--- config.mk ---
export PLATFORM = sky130hd
export DESIGN_NAME = text_console_cursor_engine
export DESIGN_NICKNAME = d
export VERILOG_FILES = /design/src/hw/rtl/tcc_pkg.sv /design/src/hw/rtl/text_console_cursor_engine.sv /design/src/hw/rtl/tcc_front.sv /design/src/hw/rtl/tcc_queue.sv /design/src/hw/rtl/tcc_back.sv
export SDC_FILE = /design/constraint.sdc
export NUM_CORES = 1
export LEC_CHECK = 0
export BUFFER_PORTS_ARGS = -buffer_cell sky130_fd_sc_hd__buf_2
export CAP_MARGIN = 40
export CORE_MARGIN = 4
export CORE_UTILIZATION = 35
export CTS_CLUSTER_DIAMETER = 80
export DETAILED_ROUTE_END_ITERATION = 6
export SLEW_MARGIN = 20
export SYNTH_ARGS = -nofsm -noshare
export SYNTH_HDL_FRONTEND = slang
export SYNTH_SLANG_ARGS = --single-unit
--- constraint.sdc ---
create_clock -name i_clk -period 17.6 [get_ports i_clk]
set_input_delay 0.88 -clock i_clk [delete_from_list [all_inputs] [get_ports i_clk]]
set_output_delay 0.88 -clock i_clk [all_outputs]
set_load 0.01 [all_outputs]
--- src/hw/rtl/tcc_pkg.sv ---
package tcc_pkg;

    localparam int COORD_BITS = 10;
    localparam int POS_BITS = 10;
    localparam int CODE_BITS = 8;
    localparam int GLYPH_BITS = 7;
    localparam int SCREEN_BITS = 10;
    localparam int SUM_BITS = ((COORD_BITS > SCREEN_BITS) ? COORD_BITS : SCREEN_BITS) + 2;

    localparam int MAX_RES = 4;
    localparam int RES_IDX_BITS = $clog2(MAX_RES);
    localparam int RES_CNT_BITS = RES_IDX_BITS + 1;

    // power of two
    localparam int QUEUE_DEPTH = 4;
    localparam int QPTR_BITS = $clog2(QUEUE_DEPTH);
    localparam int QCNT_BITS = QPTR_BITS + 1;

    localparam int CFG_IDX_BITS = 3;
    localparam int CFG_DATA_BITS = 10;

    localparam logic [CFG_IDX_BITS-1:0] CFG_GLYPH_W = 3'd0;
    localparam logic [CFG_IDX_BITS-1:0] CFG_GLYPH_H = 3'd1;
    localparam logic [CFG_IDX_BITS-1:0] CFG_SCREEN_W = 3'd2;
    localparam logic [CFG_IDX_BITS-1:0] CFG_SCREEN_H = 3'd3;
    localparam logic [CFG_IDX_BITS-1:0] CFG_CURSOR = 3'd4;
    localparam logic [CFG_IDX_BITS-1:0] CFG_ACTIVE = 3'd5;

    localparam logic [CODE_BITS-1:0] SPACE_CODE = 8'd32;
    localparam logic [CODE_BITS-1:0] NEWLINE_CODE = 8'd10;
    localparam logic [CODE_BITS-1:0] CR_CODE = 8'd13;

    typedef logic [COORD_BITS-1:0] t_coord;

    typedef enum logic [1:0] {
        CMD_CHAR   = 2'd0,
        CMD_BLINK  = 2'd1,
        CMD_CLEAR  = 2'd2,
        CMD_CURSOR = 2'd3
    } t_cmd;

    typedef enum logic [1:0] {
        OP_GLYPH  = 2'd0,
        OP_SCROLL = 2'd1,
        OP_CLEAR  = 2'd2
    } t_op;

    typedef struct packed {
        logic [GLYPH_BITS-1:0]  glyph_w;
        logic [GLYPH_BITS-1:0]  glyph_h;
        logic [SCREEN_BITS-1:0] screen_w;
        logic [SCREEN_BITS-1:0] screen_h;
        logic [CODE_BITS-1:0]   cursor_glyph;
        logic                   active;
    } t_cfg;

    typedef struct packed {
        t_op                  op;
        logic [CODE_BITS-1:0] code;
        logic [POS_BITS-1:0]  x;
        logic [POS_BITS-1:0]  y;
    } t_result;

    typedef struct packed {
        t_result [MAX_RES-1:0]   res;
        logic [RES_CNT_BITS-1:0] cnt;
    } t_job;

    function automatic logic [POS_BITS-1:0] to_pos(input t_coord c);
        logic [COORD_BITS+POS_BITS-1:0] w;
        w = {{POS_BITS{1'b0}}, c};
        return w[POS_BITS-1:0];
    endfunction

endpackage

--- src/hw/rtl/text_console_cursor_engine.sv ---
// the first result of an item is written into the queue when the item is accepted and is then
// loaded into the output register, when the queue and the output register are idle
// throughput: one input item per cycle while the queue has room; one result per cycle out
// while m_axis_tready is high; an item has k results, k from 0 to 4, sent out in turn
// the job queue holds 4 items with results between front and back
// reset (i_rst_n low at a clock edge): queue and output emptied, cursor at 0,0,
// cursor enabled and hidden, registers back to their defaults
module text_console_cursor_engine
    import tcc_pkg::*;
(
    input  logic                     i_clk,
    input  logic                     i_rst_n,
    input  logic                     s_axis_tvalid,
    output logic                     s_axis_tready,
    input  logic [15:0]              s_axis_tdata,  // char_code, cursor_on
    input  logic [2:0]               s_axis_tuser,  // command, message_first
    input  logic                     s_axis_tlast,  // message_last
    output logic                     m_axis_tvalid,
    input  logic                     m_axis_tready,
    output logic [31:0]              m_axis_tdata,  // glyph_code, pos_x, pos_y
    output logic [1:0]               m_axis_tuser,  // draw_op
    output logic                     m_axis_tlast,  // run_last
    input  logic                     i_cfg_we,
    input  logic [CFG_IDX_BITS-1:0]  i_cfg_idx,
    input  logic [CFG_DATA_BITS-1:0] i_cfg_data
);

    t_cfg    r_cfg;
    t_job    push_job;
    t_job    head_job;
    logic    push;
    logic    pop;
    logic    full;
    logic    empty;
    logic    accept;
    t_result res;

    always_ff @(posedge i_clk) begin
        if (!i_rst_n) begin
            r_cfg.glyph_w <= 7'd8;
            r_cfg.glyph_h <= 7'd16;
            r_cfg.screen_w <= 10'd100;
            r_cfg.screen_h <= 10'd16;
            r_cfg.cursor_glyph <= 8'd95;
            r_cfg.active <= 1'b1;
        end else if (i_cfg_we) begin
            unique case (i_cfg_idx)
                CFG_GLYPH_W:  r_cfg.glyph_w <= i_cfg_data[GLYPH_BITS-1:0];
                CFG_GLYPH_H:  r_cfg.glyph_h <= i_cfg_data[GLYPH_BITS-1:0];
                CFG_SCREEN_W: r_cfg.screen_w <= i_cfg_data[SCREEN_BITS-1:0];
                CFG_SCREEN_H: r_cfg.screen_h <= i_cfg_data[SCREEN_BITS-1:0];
                CFG_CURSOR:   r_cfg.cursor_glyph <= i_cfg_data[CODE_BITS-1:0];
                CFG_ACTIVE:   r_cfg.active <= i_cfg_data[0];
                default: begin
                end
            endcase
        end
    end

    assign s_axis_tready = !full;
    assign accept = s_axis_tvalid && s_axis_tready;

    tcc_front u_front (
        .i_clk    (i_clk),
        .i_rst_n  (i_rst_n),
        .i_accept (accept),
        .i_cmd    (t_cmd'(s_axis_tuser[1:0])),
        .i_char   (s_axis_tdata[7:0]),
        .i_first  (s_axis_tuser[2]),
        .i_last   (s_axis_tlast),
        .i_on     (s_axis_tdata[8]),
        .i_cfg    (r_cfg),
        .o_push   (push),
        .o_job    (push_job)
    );

    tcc_queue u_queue (
        .i_clk   (i_clk),
        .i_rst_n (i_rst_n),
        .i_push  (push),
        .i_job   (push_job),
        .i_pop   (pop),
        .o_head  (head_job),
        .o_full  (full),
        .o_empty (empty)
    );

    tcc_back u_back (
        .i_clk    (i_clk),
        .i_rst_n  (i_rst_n),
        .i_empty  (empty),
        .i_head   (head_job),
        .o_pop    (pop),
        .o_valid  (m_axis_tvalid),
        .i_ready  (m_axis_tready),
        .o_result (res),
        .o_last   (m_axis_tlast)
    );

    assign m_axis_tdata = {4'b0000, res.y, res.x, res.code};
    assign m_axis_tuser = res.op;

endmodule

--- src/hw/rtl/tcc_front.sv ---
module tcc_front
    import tcc_pkg::*;
(
    input  logic                 i_clk,
    input  logic                 i_rst_n,
    input  logic                 i_accept,
    input  t_cmd                 i_cmd,
    input  logic [CODE_BITS-1:0] i_char,
    input  logic                 i_first,
    input  logic                 i_last,
    input  logic                 i_on,
    input  t_cfg                 i_cfg,
    output logic                 o_push,
    output t_job                 o_job
);

    t_coord r_col, n_col;
    t_coord r_row, n_row;
    logic   r_en, n_en;
    logic   r_vis, n_vis;

    t_result             e [MAX_RES];
    logic [MAX_RES-1:0]  v;
    logic [SUM_BITS-1:0] sum_x;
    logic [SUM_BITS-1:0] sum_y2;
    logic [SUM_BITS-1:0] sum_y1;
    logic                wrap;
    logic                scroll_need;
    t_coord              line_row;
    logic                is_nl;
    logic                is_cr;
    logic [RES_CNT_BITS-1:0] cnt;

    assign sum_x = SUM_BITS'(r_col) + SUM_BITS'(i_cfg.glyph_w);
    assign sum_y1 = SUM_BITS'(r_row) + SUM_BITS'(i_cfg.glyph_h);
    assign sum_y2 = SUM_BITS'(r_row) + SUM_BITS'({i_cfg.glyph_h, 1'b0});
    assign wrap = sum_x > SUM_BITS'(i_cfg.screen_w);
    assign scroll_need = sum_y2 > SUM_BITS'(i_cfg.screen_h);
    assign line_row = scroll_need ? r_row : COORD_BITS'(sum_y1);
    assign is_nl = (i_char == NEWLINE_CODE);
    assign is_cr = (i_char == CR_CODE);

    always_comb begin
        n_col = r_col;
        n_row = r_row;
        n_en = r_en;
        n_vis = r_vis;
        v = '0;
        // slot order: cursor erase, scroll, glyph, cursor draw
        e[0] = '{op: OP_GLYPH, code: SPACE_CODE, x: to_pos(r_col), y: to_pos(r_row)};
        e[1] = '{op: OP_SCROLL, code: '0, x: '0, y: '0};
        e[2] = '{op: OP_GLYPH, code: i_char, x: to_pos(r_col), y: to_pos(r_row)};
        e[3] = '{op: OP_GLYPH, code: i_cfg.cursor_glyph, x: to_pos(r_col), y: to_pos(r_row)};
        unique case (i_cmd)
            CMD_CHAR: begin
                if (i_cfg.active) begin
                    v[0] = i_first && r_en && r_vis;
                    if (is_nl) begin
                        v[1] = scroll_need;
                        n_row = line_row;
                        n_col = '0;
                    end else if (is_cr) begin
                        n_col = '0;
                    end else if (wrap) begin
                        v[1] = scroll_need;
                        v[2] = 1'b1;
                        n_row = line_row;
                        e[2].x = '0;
                        e[2].y = to_pos(line_row);
                        n_col = COORD_BITS'(i_cfg.glyph_w);
                    end else begin
                        v[2] = 1'b1;
                        n_col = COORD_BITS'(sum_x);
                    end
                end
                if (i_last) begin
                    n_vis = 1'b0;
                    if (r_en && i_cfg.active) begin
                        n_vis = 1'b1;
                        v[3] = 1'b1;
                        e[3].x = to_pos(n_col);
                        e[3].y = to_pos(n_row);
                    end
                end
            end
            CMD_BLINK: begin
                if (r_en && i_cfg.active) begin
                    n_vis = !r_vis;
                    v[3] = 1'b1;
                    e[3].code = r_vis ? SPACE_CODE : i_cfg.cursor_glyph;
                end
            end
            CMD_CLEAR: begin
                v[0] = 1'b1;
                e[0] = '{op: OP_CLEAR, code: '0, x: '0, y: '0};
                n_col = '0;
                n_row = '0;
            end
            CMD_CURSOR: begin
                if (i_on && !r_en) begin
                    n_vis = 1'b1;
                    v[3] = i_cfg.active;
                end else if (!i_on && r_en) begin
                    v[3] = i_cfg.active;
                    e[3].code = SPACE_CODE;
                end
                n_en = i_on;
            end
        endcase
    end

    // pack valid slots in order
    always_comb begin
        o_job = '0;
        cnt = '0;
        for (int i = 0; i < MAX_RES; i++) begin
            if (v[i]) begin
                o_job.res[cnt[RES_IDX_BITS-1:0]] = e[i];
                cnt = cnt + 1'b1;
            end
        end
        o_job.cnt = cnt;
    end

    assign o_push = i_accept && (cnt != '0);

    always_ff @(posedge i_clk) begin
        if (!i_rst_n) begin
            r_col <= '0;
            r_row <= '0;
            r_en <= 1'b1;
            r_vis <= 1'b0;
        end else if (i_accept) begin
            r_col <= n_col;
            r_row <= n_row;
            r_en <= n_en;
            r_vis <= n_vis;
        end
    end

endmodule

--- src/hw/rtl/tcc_queue.sv ---
module tcc_queue
    import tcc_pkg::*;
(
    input  logic i_clk,
    input  logic i_rst_n,
    input  logic i_push,
    input  t_job i_job,
    input  logic i_pop,
    output t_job o_head,
    output logic o_full,
    output logic o_empty
);

    t_job                 r_mem [QUEUE_DEPTH];
    logic [QPTR_BITS-1:0] r_wr;
    logic [QPTR_BITS-1:0] r_rd;
    logic [QCNT_BITS-1:0] r_cnt;
    logic                 do_push;
    logic                 do_pop;

    assign o_full = (r_cnt == QCNT_BITS'(QUEUE_DEPTH));
    assign o_empty = (r_cnt == '0);
    assign o_head = r_mem[r_rd];
    assign do_push = i_push && !o_full;
    assign do_pop = i_pop && !o_empty;

    always_ff @(posedge i_clk) begin
        if (do_push) begin
            r_mem[r_wr] <= i_job;
        end
    end

    always_ff @(posedge i_clk) begin
        if (!i_rst_n) begin
            r_wr <= '0;
            r_rd <= '0;
            r_cnt <= '0;
        end else begin
            if (do_push) begin
                r_wr <= r_wr + 1'b1;
            end
            if (do_pop) begin
                r_rd <= r_rd + 1'b1;
            end
            if (do_push && !do_pop) begin
                r_cnt <= r_cnt + 1'b1;
            end else if (do_pop && !do_push) begin
                r_cnt <= r_cnt - 1'b1;
            end
        end
    end

endmodule

--- src/hw/rtl/tcc_back.sv ---
module tcc_back
    import tcc_pkg::*;
(
    input  logic    i_clk,
    input  logic    i_rst_n,
    input  logic    i_empty,
    input  t_job    i_head,
    output logic    o_pop,
    output logic    o_valid,
    input  logic    i_ready,
    output t_result o_result,
    output logic    o_last
);

    logic [RES_IDX_BITS-1:0] r_idx;
    logic                    r_valid;
    t_result                 r_res;
    logic                    r_last;
    logic                    load;
    logic                    is_last;

    assign load = !i_empty && (!r_valid || i_ready);
    assign is_last = ((RES_CNT_BITS'(r_idx) + RES_CNT_BITS'(1)) == i_head.cnt);
    assign o_pop = load && is_last;

    always_ff @(posedge i_clk) begin
        if (!i_rst_n) begin
            r_valid <= 1'b0;
            r_idx <= '0;
        end else if (load) begin
            r_valid <= 1'b1;
            r_idx <= is_last ? '0 : r_idx + 1'b1;
        end else if (i_ready) begin
            r_valid <= 1'b0;
        end
    end

    always_ff @(posedge i_clk) begin
        if (load) begin
            r_res <= i_head.res[r_idx];
            r_last <= is_last;
        end
    end

    assign o_valid = r_valid;
    assign o_result = r_res;
    assign o_last = r_last;

endmodule

; Word-level counts from Yosys, hierarchy flattened
; Memory sizes are Yosys's and may differ from the RTL's. A register that Yosys moved wholly into a read port is not among the register bits.
; Index checks and enable logic that the tools add are counted.
[op_classes]
bitwise_logic = 3
muxes = 68
magnitude_cmp = 9
n_reduce_logical = 42
n_addsub = 12
eq_ne = 15
[ops]
columns = operator, count
row1 = $mux 120, 3
row2 = $bwmux 120, 2
row3 = $demux 30 s2, 3
row4 = $mux 30, 6
row5 = $mux 20, 8
row6 = $and 29x116->116, 1
row7 = $not 116->116, 1
row8 = $mux 10, 9
row9 = $bmux 30 s2, 1
row10 = $pmux 10 s2, 2
row11 = $mux 8, 4
row12 = $gt 12x10->1, 2
row13 = $mux 3, 6
row14 = $eq 8x4->1 const B, 2
row15 = $logic_and 1x1->1, 16
row16 = $pmux 8 s2, 1
row17 = $reduce_and 2->1, 8
row18 = $mux 1, 15
row19 = $add 10x7->11, 1
row20 = $add 10x8->11, 1
row21 = $add 10x7->10, 1
row22 = $mux 2, 5
row23 = $add 3x1->3 const B, 3
row24 = $eq 3x3->1 const B, 3
row25 = 25 further kinds, 45
[word_totals]
out_inout_bits = 37
ff_bits = 106
ramBits = 492
mem_count = 1
in_bits = 38
elab_cells = 170
[memory_table]
columns = memory, depth, width, read_ports, rd_clocked_by_memory_dff, wr, line
row1 = u_queue.r_mem, 4, 123, 1, 1, 1, tcc_queue.sv:14  ; t_job r_mem [QUEUE_DEPTH];

; Logic depth before layout (Yosys ltp)
; Gate-level depths: netlist (run 1).
[depth]
depth_word = 21
depth_mapped = 32
depth_no_buf = 29

; Modules after synthesis
; A second synthesis (run 1) with hierarchy kept.
[hier_totals]
hier_cells = 1651
hier_area_um2 = 26721.9
[by_module_without_submodules]
columns = mod, area_each_um2, instances, seq_area_each_um2, cells_each
row1 = tcc_queue, 18210.0, 1, 14954.3, 691
row2 = tcc_front, 4870.9, 1, 440.4, 698
row3 = tcc_back, 1898.1, 1, 991.0, 89
row4 = text_console_cursor_engine, 1742.9, 1, 860.8, 173

; Least setup slack after synthesis (run 1)
; Ideal clock, no wire load.
[synth_path]
path_kind = register to register
start = reg u_front.r_col[0]
end = mem u_queue.r_mem[0][0] (netlist name), enable pin
arrival_ps = 8369
synth_period_minus_slack_ps = 8860
stages_incl_launch_ff = 25
n_path_buf = 2
setup_ps = 491
required_ps = 17109
setup_slack_ps = 8740
cell_sequence = dfxtp_1 ha_1 fa_1 a211oi_1 o21bai_1 a21o_1 and4_1 a311oi_1 inv_1 ha_1 o21a_1 a221oi_1 o211ai_1 and2_1 buf_2 and3_1 ha_1 inv_1 nand3_1 clkbuf_1 nand2_1 ha_1 o2111a_2 a211oi_4 and2_1
[synth_between]
elab_chain_len = 17
[synth_rtl]
columns = item, line
row1 = start: declaration, tcc_front.sv:17  ; t_coord r_col, n_col;
row2 = start signal: assignment, tcc_front.sv:134  ; r_col <= n_col;
row3 = $add 10x7->11 (*), tcc_front.sv:34  ; assign sum_x = SUM_BITS'(r_col) + SUM_BITS'(i_cfg.glyph_w);
row4 = $gt 12x10->1 (*), tcc_front.sv:37  ; assign wrap = sum_x > SUM_BITS'(i_cfg.screen_w);
row5 = $mux 1 (*), tcc_front.sv:64  ; end else if (wrap) begin
row6 = $mux 2 (*), tcc_front.sv:62  ; end else if (is_cr) begin
row7 = $mux 1 (*), tcc_front.sv:58  ; if (is_nl) begin
row8 = $mux 3 (*), tcc_front.sv:56  ; if (i_cfg.active) begin
row9 = $mux 2 (*), tcc_front.sv:54  ; unique case (i_cmd)
row10 = $mux 3 (*), tcc_front.sv:117  ; if (v[i]) begin
row11 = [2 not listed], --
row12 = $add 3x1->3, tcc_front.sv:119  ; cnt = cnt + 1'b1;
row13 = $mux 3 (*), tcc_front.sv:117
row14 = $reduce_bool 3->1 (*), tcc_front.sv:125  ; assign o_push = i_accept && (cnt != '0);
row15 = $logic_and 1x1->1 (*), tcc_front.sv:125
row16 = $logic_and 1x1->1 (*), tcc_queue.sv:24  ; assign do_push = i_push && !o_full;
row17 = net u_queue.do_push, tcc_queue.sv:18  ; logic do_push;
row18 = $mux 1 (*), tcc_queue.sv:28  ; if (do_push) begin
row19 = $mux 1 (implied by the code) (*), tcc_queue.sv:29  ; r_mem[r_wr] <= i_job;
row20 = end: declaration, tcc_queue.sv:14
; Mark *: on every way through the listed nets, which the timed path passes. The rest lies on a longest branch.

==> results.md, run 1 <==
- Via count: 14996
- Crit path arrival time: 8.86 ns
- Area growth syn-to-layout: 13.6%
- Warnings from Yosys: 0
- Avg Inst Size Synth: 15.7 µm²
- Max-slew violation count: 0
- Initial antenna violation count: 0
- Critical path's slowest cell: a221oi_1
- Drc violations: 0
- I/O pin count: 75
- Fin cells: 2718
- Sink Count: 580
- CTS root buf: clkbuf_16
- Worst setup margin: 9.05 ns
- Primary FF master, synth: edfxtp_1
- Syn Std Cell Area: 25700 µm²
- Post-synthesis xor/xnor area fraction: 0.00885
- Reg2Reg Setup Slack: 9.05 ns
- Final hold violations: 0
- Worst-Margin Slew: 1.10 ns
- Setup TNS Final: 0 ns
- Hpwl dp: 40400 µm
- CP max stage delay: 0.58 ns
- Synth top area share: 0.587
- Reg area: 16700 µm²
- Iter 0 DRT Violations: 1199
- Main area contributors after synthesis: edfxtp_1 (59%), mux4_2 (13%), dfxtp_1 (6.0%), ha_1 (2.6%), nand2_1 (1.9%)
- Port Buffers: 63
- Routed len/inst: 22.6 µm
- Compound-Gate Fraction of Synth Area: 0.0849
- Largest family of logic cells by synthesized area: multiplexers
- DP Cell Count: 2607
- CTS tree: built
- CTS resizes: 0
- Hold buffers post-CTS: 0
- Area of the core: 73000 µm²
- Critical path type: flop to flop
- Drt total wl: 61500 µm
- Synthesized flop and latch total: 580
- Cell area after layout: 29200 µm²
- Post-DRT Antenna Nets: 0
- Commonest non-fill, non-tap cells in the layout: edfxtp_1 (503), mux4_2 (146), nand2_1 (133)
- Final GP Congestion: 0.887
- Status: finished clean
- Hold path depth: 2
- Peak VDD IR: 0.0000895 V
- Asr flop ratio synth: 0
- Layout cells sized above 1: 0.209
- Most used cell, CP: ha_1
- Post-CTS Setup Bufs: 0
- Worst setup EP type: flop
- Worst min path class: flop to flop
- Pre-CTS WS: 8.56 ns
- Starting Density: 0.353
- Vias in the first global route: 15407
- Max-cap check violation count: 0
- GRT Util Overall: 0.156
- Total power: 0.00355 W
- Clock skew: 0.0283 ns
- Worst slew margin: 0.265
- Adder-cell share of the synthesized area: 0.0294
- Layout net count: 1807
- Die footprint: 77900 µm²
- Worst Setup Start Kind: flop
- PwrDens: 121 nW/µm²
- Post-synth EDFFs: 503
- Clock latency on the worst-skew pair: 0.61 ns
- Crit path max fanout: 13
- Post-Synthesis Cells: 1637
- First-pass GRT wire length: 94000 µm
- Commonest non-fill, non-tap cell in the layout: edfxtp_1
- Clk slew on worst S/H paths: 0.06 ns
- Drt first pass iters: 6
- Max Root-Sink Buffers: 3
- Register area share after synthesis: 0.647
- Final setup viols: 0
- Fill cell count: 6568
- Total grt overflow: 0
- Synth area leader: edfxtp_1
- Max H-tree Level: 2
- FP Rows: 99
- Max Clock Freq: 117 MHz
- Simple logic cell fraction of the synthesized area: 0.0636
- DR vias/cell: 5.52
- Mux contribution to synthesized area: 0.141
- Largest net degree at the start of global routing: 72
- Post-synth cell types: 84
- Worst-case reg-to-reg path depth: 26
- RSZ-0062 raised after global routing: false
- Antenna fix cells: 0
- Area occupied by multi-input gates: 8470 µm²
- Pleak: 9.74 nW
- Num CTS Buffers: 56
- Chip height: 279 µm
- Area of placed instances: 27400 µm²
- Tcrit/Tclk final: 0.486
- WP data required: 17.91 ns
- Die W: 279 µm
- Fin crit period: 8.55 ns
layer usage:
metal / share of wire / global-route usage
met1: 0.45 / 0.221
met2: 0.46 / 0.244
met3: 0.068 / 0.0340
met4: 0.024 / 0.0426
met5: 0 / 0
layout make-up:
type                       count  share of cell area
timing repair buffer         104              0.0301
inverter                      68             0.00873
clock buffer                  77              0.0524
tap                          959              0.0410
clock inverter                29             0.00835
multi-input combinational    901               0.290
sequential                   580               0.570
sequential cells by signal, summed over array words and instances, names as in the netlist, named ones only:
name,cells
u_queue.r_wr,2
u_back.o_valid,1
u_front.r_en,1
u_queue.r_rd,2
u_queue.r_cnt,3
u_front.r_vis,1
u_back.o_last,1
u_front.r_row,10
u_front.r_col,10
u_back.o_result,30
r_cfg,43
u_queue.r_mem,472
u_back.r_idx,2
worst max-delay path, delay by kind of cell, from the launching register on:
family	cells	cell delay [ns]
fa+ha+maj	5	1.53
compound gates	10	3.31
flops	1	0.37
buf+inv	3	0.51
simple gates	8	2.54
logic make-up after synthesis:
family                     count (synthesis)
buffers and inverters                    159
xor gates and xnor gates                  26
and+or+nand+nor                          334
other                                      1
adders and majority gates                 58
muxes                                    180
DFF                                      580
AOI/OAI and AO/OA                        299
synthesized netlist by cell type, types with 9 or more instances:
master and n:
buf_1 17, nor3_1 14, nand3_1 46, nor2_1 34
a21oi_1 31, nand2_1 133, o311ai_1 9, a22o_1 26
nor2b_1 17, xnor2_1 18, a21o_1 11, mux2i_1 31
a21boi_0 21, ha_1 54, clkbuf_1 56, o21ai_0 36
nand4_1 12, or3_1 11, o211ai_1 11, o21ai_1 12
dfxtp_1 77, inv_1 64, mux4_2 146, o22ai_1 40
and2_1 23, o2bb2ai_1 18, edfxtp_1 503, buf_2 13
stage by stage:
stage | hold slack (ns) | utilization
floorplan | 0.440 | -
global placement | 0.453 | 0.371
detailed placement | 0.457 | 0.376
CTS | 0.470 | 0.400
global route | 0.491 | 0.401
finish | 0.466 | 0.401
report_power, final:
| part | switching, W | internal [W] | total, W |
|---|---|---|---|
| Clock | 0.000495 | 0.000666 | 0.00116 |
| Sequential | 0.0000438 | 0.00166 | 0.00170 |
| Combinational | 0.000375 | 0.000310 | 0.000685 |
worst paths after layout:
kind                          from                    to
setup / recovery  u_front.r_col[0]  u_queue.r_mem[0][72]
hold reg to reg          r_cfg[20]             r_cfg[20]
hold / removal           r_cfg[20]             r_cfg[20]
setup reg to reg  u_front.r_col[0]  u_queue.r_mem[0][72]
Note: power is estimated with default switching activity, not from simulation.
==> inputs of run 2 (changes only) <==
Settings changed: ABC_AREA set to 1.
Clock period 17.6 ns to 8.87 ns, I/O delays scaled along.
==> results.md, run 2 <==
- Max Root-Sink Buffers: 3
- Routed len/inst: 20.4 µm
- Initial antenna violation count: 2
- Commonest cells in the netlist: edfxtp_1 (503), nand2_1 (342), o21ai_0 (336)
- Final hold violations: 0
- Via count: 19107
- Main area contributors after synthesis: edfxtp_1 (57%), o21ai_0 (6.4%), dfxtp_1 (5.9%), nand2_1 (4.9%), nor2_1 (4.7%)
- Max H-tree Level: 2
- GRT Util Overall: 0.179
- Fin crit period: 7.20 ns
- Worst slew margin: 0.411
- Layout cells sized above 1: 0.0991
- FP Rows: 100
- Worst setup EP type: flop
- Area growth syn-to-layout: 13.4%
- Clk slew on worst S/H paths: 0.06 ns
- Chip height: 282 µm
- Critical path's slowest cell: nor3_1
- Sink Count: 580
- Most used cell, CP: nand2_1
- RSZ-0062 raised after global routing: false
- Clock latency on the worst-skew pair: 0.64 ns
- Commonest non-fill, non-tap cell in the layout: edfxtp_1
- Hold buffers post-CTS: 0
- Post-DRT Antenna Nets: 0
- Port Buffers: 63
- Biggest register: u_queue.r_mem
- Total grt overflow: 0
- Largest register FFs: 472
- Drc violations: 0
- I/O pin count: 75
- Crit path arrival time: 7.49 ns
- Tcrit/Tclk final: 0.812
- Avg Inst Size Synth: 10.6 µm²
- Die W: 282 µm
- Area of the core: 74400 µm²
- Pleak: 10.6 nW
- Synth area leader: edfxtp_1
- Worst setup margin: 1.67 ns
- Top Family by Delay on Critical Path: simple AND/OR/NAND/NOR gates
- Post-synth cell types: 53
- Max-cap check violation count: 0
- Final GP Congestion: 0.888
- Clock skew: 0.0185 ns
- Synthesized flop and latch total: 580
- CTS resizes: 0
- CTS root buf: clkbuf_16
- CP max stage delay: 0.62 ns
- CTS tree: built
- Largest net degree at the start of global routing: 119
- Layout net count: 2598
- Crit path max fanout: 50
- Vias in the first global route: 18712
- DR vias/cell: 5.42
- Drt total wl: 71900 µm
- Setup TNS Final: 0 ns
- Final setup viols: 0
- Worst path bufs/invs: 5
- Hpwl dp: 44300 µm
- DP Cell Count: 3404
- Fin cells: 3523
- Register area share after synthesis: 0.633
- Num CTS Buffers: 61
- Primary FF master, synth: edfxtp_1
- Synth top area share: 0.574
- Max Clock Freq: 139 MHz
- Starting Density: 0.353
- Warnings from Yosys: 0
- Worst Setup Start Kind: flop
- Pre-CTS WS: 1.55 ns
- Post-CTS Setup Bufs: 0
- Post-Synthesis Cells: 2484
- Status: finished clean
- Total power: 0.00759 W
- Most common cell in the netlist: edfxtp_1
- Drt first pass iters: 5
- Peak VDD IR: 0.000146 V
- Worst-Margin Slew: 0.881 ns
- Critical path type: flop to flop
- Commonest non-fill, non-tap cells in the layout: edfxtp_1 (503), nand2_1 (342), o21ai_0 (336)
- Die footprint: 79600 µm²
- Fin util: 0.401
- Asr flop ratio synth: 0
- Worst min path class: input port to flop
- Post-synth EDFFs: 503
- Syn Std Cell Area: 26300 µm²
- First-pass GRT wire length: 111000 µm
- PwrDens: 254 nW/µm²
- Max-slew violation count: 0
- WP data required: 9.15 ns
- Iter 0 DRT Violations: 1784
==> run 2: changes by cell type after synthesis, moves of 49 or more <==
cell      previous run  this run
mux4_2             146         0
nor2_1              34       330
o221ai_1             1        82
o21ai_0             36       336
o21ai_1             12        64
nand3_1             46        98
a21oi_1             31        80
clkbuf_1            56       114
inv_1               64       159
nand2_1            133       342
==> run 2: worst paths after layout <==
kind	startpoint	to	slack [ns]	depth (start not counted)
max	u_front.r_row[1]	u_queue.r_mem[2][93]	1.67	31
min	i_cfg_data[8]	r_cfg[27]	0.12	3
max reg2reg	u_front.r_row[1]	u_queue.r_mem[2][93]	1.67	31
min reg2reg	u_queue.r_rd[1]	flop	0.46	2
==> run 2: worst reg2reg max path, delay by kind of cell (launching register included) <==
family	cells	cell delay [ns]
compound gates	4	0.81
xor+xnor	1	0.16
fa+ha+maj	5	1.43
buf+inv	5	0.85
flops	1	0.55
simple gates	16	2.97
==> run 2: metrics by stage <==
stage          cell area [µm²]  hold slack (ns)
5_1_grt                  29900            0.138
3_3_place_gp             27500            0.442
3_5_place_dp             27700            0.452
2_1_floorplan            26300            0.435
6_report                 29900            0.119
4_1_cts                  29800           0.0888
==> run 2: logic make-up (layout without fill, tap and decap cells) <==
logic type	Yosys count	count (layout)	synth area share
compound gates	684	684	0.151
flops	580	580	0.633
simple gates	809	809	0.130
xor+xnor	26	26	0.00865
buf+inv	326	391	0.0492
other cells	1	6	0.000143
fa+ha+maj	58	58	0.0287
==> run 2: cell type report <==
cell class | instances | area, µm²
Multi-Input combinational cell | 1581 | 8430
Fill cell | 6909 | 44600
Inverter | 180 | 693
Clock inverter | 35 | 442
Antenna cell | 2 | 5.00
Timing Repair Buffer | 98 | 823
Sequential cell | 580 | 16700
Tap cell | 969 | 1210
Clock buffer | 78 | 1590
==> run 2: per-layer routing <==
metal,GRT usage,part of all wire,vias to the layer above
met1,0.249,0.44,9371
met2,0.294,0.47,692
met5,0,0,-
met3,0.0280,0.070,122
met4,0.0497,0.025,0
li1,-,-,8922
==> run 2: where the power goes <==
part	internal, W	total (W)	switching [W]
Sequential	0.00333	0.00343	0.000103
Combinational	0.000449	0.00156	0.00111
Clock	0.00153	0.00260	0.00107
==> inputs of run 3 (changes only) <==
Settings changed: ABC_AREA 1 to 0.
Clock period 8.87 ns to 7.1 ns, I/O delays scaled along.
==> results.md, run 3 (same netlist as run 1, synthesis figures left out) <==
- First-pass GRT wire length: 94500 µm
- Die W: 279 µm
- Critical path type: flop to flop
- Worst Hold Margin: 0.0695 ns
- CTS root buf: clkbuf_16
- Commonest non-fill, non-tap cells in the layout: edfxtp_1 (503), mux4_2 (146), nand2_1 (133)
- Max Clock Freq: 149 MHz
- Post-CTS Setup Bufs: 0
- Pleak: 9.83 nW
- DR vias/cell: 5.48
- Max-cap check violation count: 0
- Area growth syn-to-layout: 14.4%
- Status: finished clean
- Peak VDD IR: 0.000156 V
- Hpwl dp: 39900 µm
- PwrDens: 304 nW/µm²
- Critical path's slowest cell: fa_1
- Num CTS Buffers: 58
- Commonest non-fill, non-tap cell in the layout: edfxtp_1
- Post-DRT Antenna Nets: 0
- Drt first pass iters: 5
- Fin cells: 2733
- Final setup viols: 0
- Setup TNS Final: 0 ns
- Sink Count: 580
- Max Root-Sink Buffers: 3
- I/O pin count: 75
- Clk slew on worst S/H paths: 0.07 ns
- Clock skew: 0.0265 ns
- Worst-Margin Slew: 1.03 ns
- Final hold violations: 0
- Worst Setup Start Kind: flop
- Port Buffers: 63
- Routed len/inst: 22.5 µm
- Max H-tree Level: 2
- Largest net degree at the start of global routing: 72
- Tcrit/Tclk final: 0.946
- Drc violations: 0
- Initial antenna violation count: 5
- Via count: 14978
- CTS tree: built
- Pre-CTS WS: 0.207 ns
- RSZ-0062 raised after global routing: false
- Worst slew margin: 0.312
- Final GP Congestion: 0.895
- Iter 0 DRT Violations: 1420
- CP max stage delay: 0.44 ns
- FP Rows: 99
- Area of the core: 73000 µm²
- Fin crit period: 6.72 ns
- Worst min path class: input port to flop
- Drt total wl: 61500 µm
- Total grt overflow: 0
- Biggest register: u_queue.r_mem
- Worst setup EP type: flop
- Vias in the first global route: 15181
- Clock latency on the worst-skew pair: 0.62 ns
- Largest register FFs: 472
- Chip height: 279 µm
- Starting Density: 0.353
- Crit path arrival time: 7.26 ns
- Most used cell, CP: ha_1
- WP data required: 7.64 ns
- Worst setup margin: 0.381 ns
- GRT Util Overall: 0.156
- Layout cells sized above 1: 0.222
- Crit path max fanout: 6
- Max-slew violation count: 0
- Die footprint: 77900 µm²
- Layout net count: 1821
- DP Cell Count: 2618
[run 3: repair_timing]
item                                   CTS  global route
gates resized for setup                  0             6
hold buffers                             4             0
endpoints found under the hold margin    6             0
setup endpoints to repair                0           336
[run 3: worst paths after layout]
path         slack (ns)              from  depth (start not counted)               end
max                0.38  u_front.r_col[0]                         28  u_queue.r_cnt[2]
min                0.07     i_cfg_data[6]                          3         r_cfg[15]
max reg2reg        0.38  u_front.r_col[0]                         28  u_queue.r_cnt[2]
min reg2reg        0.46         r_cfg[23]                          2         r_cfg[23]
[run 3: cell type report]
cell class,count,area (µm²)
sequential,580,16700
tap,959,1200
timing repair buffer,116,921
multi-input combinational,901,8480
clock inverter,35,340
inverter,68,255
clock buffer,73,1570
antenna,1,2.50
fill,6562,43500
[run 3: worst max-delay path, delay by kind of cell, from the launching register on]
family / cells / cell delay [ns]
xor+xnor: 1 / 0.18
flops: 1 / 0.36
buf+inv: 3 / 0.28
compound gates: 11 / 2.44
fa+ha+maj: 7 / 2.25
simple gates: 6 / 1.13
[run 3: metrics by stage]
step	cell area [µm²]	total power (W)	utilization
after floorplan	25700	0.00540	-
after global routing	29400	0.00934	0.403
final	29400	0.00896	0.403
after global placement	27300	0.00596	0.375
after CTS	29400	0.00908	0.403
after detailed placement	27400	0.00601	0.376
[run 3: routing by layer]
layer,wire [µm],share of wire,GRT usage
met3,4260,0.069,0.0360
met4,1680,0.027,0.0439
met5,55,0.00089,0
met1,27100,0.44,0.220
met2,28400,0.46,0.245
[run 3: power by group]
part           switching [W]  internal (W)  leakage [nW]
sequential          0.000114       0.00411          5.38
clock                0.00131       0.00175         0.933
combinational       0.000909      0.000771          3.51
